$ cat src/rtl/core/lqs_pkg.sv
// lqs_pkg: shared constants, codes and the scan word type for the linear queue
// with search. Used by lqs_cell and linear_queue_with_search_core.
// No dependencies.
package lqs_pkg;

    localparam int DEPTH  = 128;
    localparam int IDX_W  = $clog2(DEPTH);
    localparam int DATA_W = 32;
    localparam int POS_W  = 7;

    typedef logic [IDX_W-1:0]  idx_t;
    typedef logic [DATA_W-1:0] data_t;

    localparam logic [1:0] REQ_ENQ  = 2'd0;
    localparam logic [1:0] REQ_DEQ  = 2'd1;
    localparam logic [1:0] REQ_SRCH = 2'd2;

    localparam logic [1:0] STAT_OK       = 2'd0;
    localparam logic [1:0] STAT_FULL     = 2'd1;
    localparam logic [1:0] STAT_EMPTY    = 2'd2;
    localparam logic [1:0] STAT_NOTFOUND = 2'd3;

    // word that walks down the cell row, one cell per cycle
    typedef struct packed {
        logic  vld;
        logic  srch;
        data_t key;
        idx_t  head;
        idx_t  tail;
        logic  hit;
        idx_t  pos;
        data_t data;
    } tok_t;

endpackage

$ cat src/rtl/core/lqs_cell.sv
// lqs_cell: one storage slot of the queue plus one stage of the scan row.
// Compares or reads its slot as the scan word passes by. Depends on lqs_pkg.
module lqs_cell (
    input  logic         clk,
    input  logic         rst_n,
    input  lqs_pkg::idx_t  idx,
    input  logic         wr_en,
    input  lqs_pkg::idx_t  wr_idx,
    input  lqs_pkg::data_t wr_data,
    input  lqs_pkg::tok_t  tok_in,
    output lqs_pkg::tok_t  tok_out
);
    import lqs_pkg::*;

    data_t slot_reg;
    tok_t  tok_reg;
    tok_t  tok_next;
    logic  vld_reg;
    logic  in_rng;

    always_ff @(posedge clk)
    begin
        if (wr_en && (wr_idx == idx))
        begin
            slot_reg <= wr_data;
        end
    end

    always_comb
    begin
        tok_next = tok_in;
        in_rng   = (idx >= tok_in.head) && (idx <= tok_in.tail);
        if (tok_in.vld && in_rng)
        begin
            if (tok_in.srch)
            begin
                // first match wins
                if (!tok_in.hit && (slot_reg == tok_in.key))
                begin
                    tok_next.hit = 1'b1;
                    tok_next.pos = idx;
                end
            end
            else if (idx == tok_in.head)
            begin
                tok_next.data = slot_reg;
            end
        end
    end

    always_ff @(posedge clk or negedge rst_n)
    begin
        if (!rst_n)
        begin
            vld_reg <= 1'b0;
        end
        else
        begin
            vld_reg <= tok_in.vld;
        end
    end

    always_ff @(posedge clk)
    begin
        tok_reg <= tok_next;
    end

    always_comb
    begin
        tok_out     = tok_reg;
        tok_out.vld = vld_reg;
    end

endmodule

$ cat config.mk
export PLATFORM = sky130hd
export DESIGN_NAME = lqs_cell
export DESIGN_NICKNAME = d
export VERILOG_FILES = /design/src/rtl/core/lqs_pkg.sv /design/src/rtl/core/lqs_cell.sv
export SDC_FILE = /design/constraint.sdc
export NUM_CORES = 1
export LEC_CHECK = 0
export BUFFER_PORTS_ARGS = -buffer_cell sky130_fd_sc_hd__buf_4
export CAP_MARGIN = 10
export CORE_ASPECT_RATIO = 1.25
export CORE_MARGIN = 2
export CORE_UTILIZATION = 30
export DETAILED_ROUTE_END_ITERATION = 7
export GPL_ROUTABILITY_DRIVEN = 0
export PLACE_DENSITY = 0.63
export SYNTH_ARGS = -nofsm -noshare
export SYNTH_HDL_FRONTEND = slang
export SYNTH_SLANG_ARGS = --single-unit
$ cat constraint.sdc
create_clock -name clk -period 3.6 [get_ports clk]
set_input_delay 0.18 -clock clk [delete_from_list [all_inputs] [get_ports clk]]
set_output_delay 0.18 -clock clk [all_outputs]
set_load 0.01 [all_outputs]
# Yosys cells after proc, flatten, opt, wreduce, memory -nomap -nowiden
# Index checks and enable logic that the tools add are counted.
totals:
  ff_bits: 120
  inputBits: 137
  output_inout_bits: 88
  word_cells: 24
op_classes:
  order_cmp: 2
  eq_ne: 3
  mux: 5
  n_reduce_logical: 5
op_table:
  columns: ["cell", "count"]
  rows:
  - ["$mux 32", 2]
  - ["$mux 40", 1]
  - ["$eq 32x32->1", 1]
  - ["$mux 8", 2]
  - ["$eq 7x7->1", 2]
  - ["$ge 7x7->1", 1]
  - ["$le 7x7->1", 1]
  - ["$logic_and 1x1->1", 4]
  - ["$logic_not 1->1", 1]

# Logic depth before layout (Yosys ltp)
logic_depth:
  ltp_word: 5
  ltp_mapped: 9
  mapped_depth_nobuf: 8

# Worst setup path after synthesis
# OpenSTA, ideal clock, no wires.
synth_path:
  path_type: "input port to flip-flop"
  from: "in idx[4]"
  to: "reg slot_reg[0] (enable)"
  setup_ps: 421
  t_arrival_ps: 1793
  required_ps: 3179
  setup_slack_ps: 1386
  path_stages: 3
  n_path_buf: 0
  path_cell_list: "xnor2_1 -> nand4_1 -> nor2_1"
synth_via:
  elab_chain_cells: 2
synth_rtl:
  columns: ["item", "line_no", "source"]
  rows:
  - ["start, declared", "lqs_cell.sv:6", "input lqs_pkg::idx_t idx,"]
  - ["$eq 7x7->1", "lqs_cell.sv:23", "if (wr_en && (wr_idx == idx))"]
  - ["$logic_and 1x1->1", "lqs_cell.sv:23", null]
  - ["end signal, assigned", "lqs_cell.sv:25", "slot_reg <= wr_data;"]
  - ["end, declared", "lqs_cell.sv:15", "data_t slot_reg;"]
# Every way passes these cells.
# A chain may end at the register's enable or synchronous reset.

==> flow_summary.ini <==
[status]
outcome = finished, final reports clean

[setup_path]
destination_of_the_critical_timing_path = tok_out[34]
launch_point_of_the_worst_path = tok_in[47]
critical_path.startpoint_type = input pin
criticalPathCategory = input pin to register
worstSetupEndpointType = register
crit_arrival_ns = 2.86
crit_required_ns = 3.88
timing.rr.end = tok_out[34]
worst-r2r-setup-slack_ns = 1.11
reg2regPathDepth = 6
cp_max_fo = 7
r2r_start = slot_reg[2]

[sta]
timing.final.hold_violations = 0
finClkSkew_ns = 0.009591
rsz0062_at_grt = false
finalCritPeriodShare = 0.7159
layout_min_cycle_time_ns = 2.577
hold-worst-slack_ns = 0.01309
timing.final.setup_violations = 0
highest_clock_rate_mhz = 388.0
totalNegativeSetupSlack_ns = 0
postLayoutSetupSlackWorst_ns = 1.023
maxSlewViolCount = 0
tightestPinTransition_ns = 1.044
relative_slew_slack = 0.3021

[layout]
share_of_layout_cells_above_drive_strength_1 = 0.4462
fin_area_um2 = 7577
largest_reg_flops = 87
num-fill-cells = 1059
instances_no_fill = 804
multi_input_comb_area_um2 = 1235
regArea_um2 = 2728
flow.area_growth_from_synthesis_pct = 87.61
num-nets-final = 770

[yosys]
synth_edf_count = 32
synthTopCellsByCount = dfxtp_1, edfxtp_1, xor2_1
seq_area_frac_synth = 0.6753
asyncSetResetFlopFracSynth = 0.008333
synth.mux.area_fraction = 0.1152
synth_compound_gate_area_share = 0.01704
synth_largest_type_area_fraction = 0.4312
synth.ff_latch_count = 120
synth_area_leader_cell = dfxtp_1
synthXorXnorAreaFrac = 0.08457
primary_ff_master_synth = dfxtp_1
yosys_warnings = 0
yosys.area_share.simple = 0.04306
synthesis.area_um2 = 4039
postSynthCellCount = 269
synthesized_area_per_cell_um2 = 15.01
synth_cell_type_count = 32
synth_most_common_cell = dfxtp_1
yosys.area_share.adder = 0.04337
synth.area.top_cells = dfxtp_1, edfxtp_1, xor2_1, mux2_2, ha_1
synth_top_family_by_area = multiplexers
synth_fp_nets = 420

[clock_network]
clk_transition_reported_paths_ns = 0.05
htree_levels = 4
post-cts-setup-buffers = 0
quantity_of_gates_resized_following_cts = 0
numCtsBuffers = 17
number_of_sinks_on_the_clock_net = 120
clock_path_buffers = 2
clkLatencyLatePin_ns = 0.40
holdBufCountCts = 110
cts_tree = built
clock-root-buffer = clkbuf_16

[min_path]
hold_path_class = input pin to register
hp-start = tok_in[29]

[global_route]
first_global_vias = 3783
grt_antenna_before_repair = 1
grt_start_max_net_pins = 33
wire_length_of_the_first_global_routing_pass_mm = 18.21
globalRoute.totalOverflow = 0
grt_use_total = 0.1674

[run]
drv.max_cap_violation_count = 0

[power_and_ir_drop]
combinationalPowerShare = 0.126
p_sw_mw = 0.7351
intPower_mw = 2.701
power.ir.vdd_worst_mv = 0.3279
power.sequential.fraction = 0.424
clkPwrFrac = 0.450
p_leak_nw = 3.409
powerDensity_nw_per_um2 = 453.5
power_switching_share = 0.2139

[routing]
routed_wire_length_per_instance_um = 15.10
firstDrtPassIters = 4
topRoutingLayerUsed = met4
wl_met1_mm = 4.398
via_per_inst = 4.180
drc_errors = 0
route.met2.wl_mm = 6.668
detailroute.via_count = 3361
detail_route.wirelength_mm = 12.14
met3_wire_length_um = 865
drt-initial-drc-count = 53
final_antenna_net_count = 0

[die]
design.die.area_um2 = 14410
die_height_um = 133.7
dieWidth_um = 107.8
core.rowCount = 47
core_area_um2 = 13170
boundaryPins = 225
starting_density = 0.3066

[place]
dp_hpwl_mm = 8.360
numPlacedInstances = 659
dp_slack_ns = 0.9698
numPortBuffers = 224
placed_area_um2 = 5911
[per-layer routing]
| metal | track usage | vias up |
|---|---|---|
| met5 | 0 | - |
| met4 | 0.05983 | 0 |
| met3 | 0.05382 | 17 |
| met2 | 0.3208 | 147 |
| met1 | 0.1648 | 1545 |
| li1 | - | 1652 |
[final cells by class]
| cell class | count | share of cell area |
|---|---|---|
| clock buffer | 23 | 0.06176 |
| multi-input combinational | 130 | 0.1630 |
| antenna | 1 | 0.0003303 |
| timing repair buffer | 336 | 0.3699 |
| tap | 171 | 0.02824 |
| sequential | 120 | 0.3600 |
| clock inverter | 9 | 0.009908 |
| inverter | 14 | 0.006935 |
[cell families (layout without fill, tap and decap cells)]
family	count (synthesis)	count (layout)
muxes	39	39
adders and majority gates	14	14
buffers and inverters	19	382
AOI/OAI and AO/OA	10	10
DFF	120	120
xor gates and xnor gates	39	39
other	0	1
and+or+nand+nor	28	28
[how the worst min path moves through the flow]
stage / cells past startpoint / slack (ns) / endpoint
finish: 2 / 0.01 / tok_out[29]
global route: 2 / 0.001 / tok_out[19]
CTS: 2 / 0.0002 / tok_out[15]
detailed placement: 1 / -0.04 / vld_reg
global placement: 1 / -0.04 / vld_reg
floorplan: 0 / -0.12 / vld_reg
[cells in the final DEF, fill, tap and decap left out, drive strengths merged]
master       netlist  layout
buf                5     224
dlygate4sd3        0     112
dfxtp             87      87
mux2              39      39
edfxtp            32      32
xor2              31      31
clkbuf             0      23
inv               14      14
ha                14      14
xnor2              8       8
nor4               8       8
nand4              6       6
clkinv             0       5
a21oi              4       4
nand3              3       3
clkinvlp           0       3
nand2              3       3
nor2               3       3
a21o               2       2
diode              0       1
nand3b             1       1
o2111ai            1       1
o22ai              1       1
nand2b             1       1
a211oi             1       1
o311a              1       1
nor3               1       1
and3b              1       1
nand4b             1       1
bufinv             0       1
dfrtp              1       1
[metrics by stage]
step	utilization	total power, mW
3_5_place_dp	0.4487	1.818
2_1_floorplan	-	1.586
5_1_grt	0.5752	3.568
4_1_cts	0.5735	3.472
6_report	0.5752	3.436
3_3_place_gp	0.4487	1.812
[power groups by stage]
stage / registers [mW] / clock network [mW] / logic, mW
final: 1.46 / 1.55 / 0.432
after global routing: 1.46 / 1.64 / 0.466
after CTS: 1.46 / 1.58 / 0.431
after detailed placement: 1.48 / 0 / 0.333
after global placement: 1.48 / 0 / 0.328
after floorplan: 1.51 / 0 / 0.0746
[critical path: stages]
cell and delay, ns:
dlygate4sd3_1 0.55, buf_4 0.15, ha_1 0.27, nand2b_1 0.10
a211oi_1 0.08, o311a_1 0.37, nor4_2 0.30, and3b_1 0.52
mux2_4 0.34
Note: power is estimated with default switching activity, not from simulation.
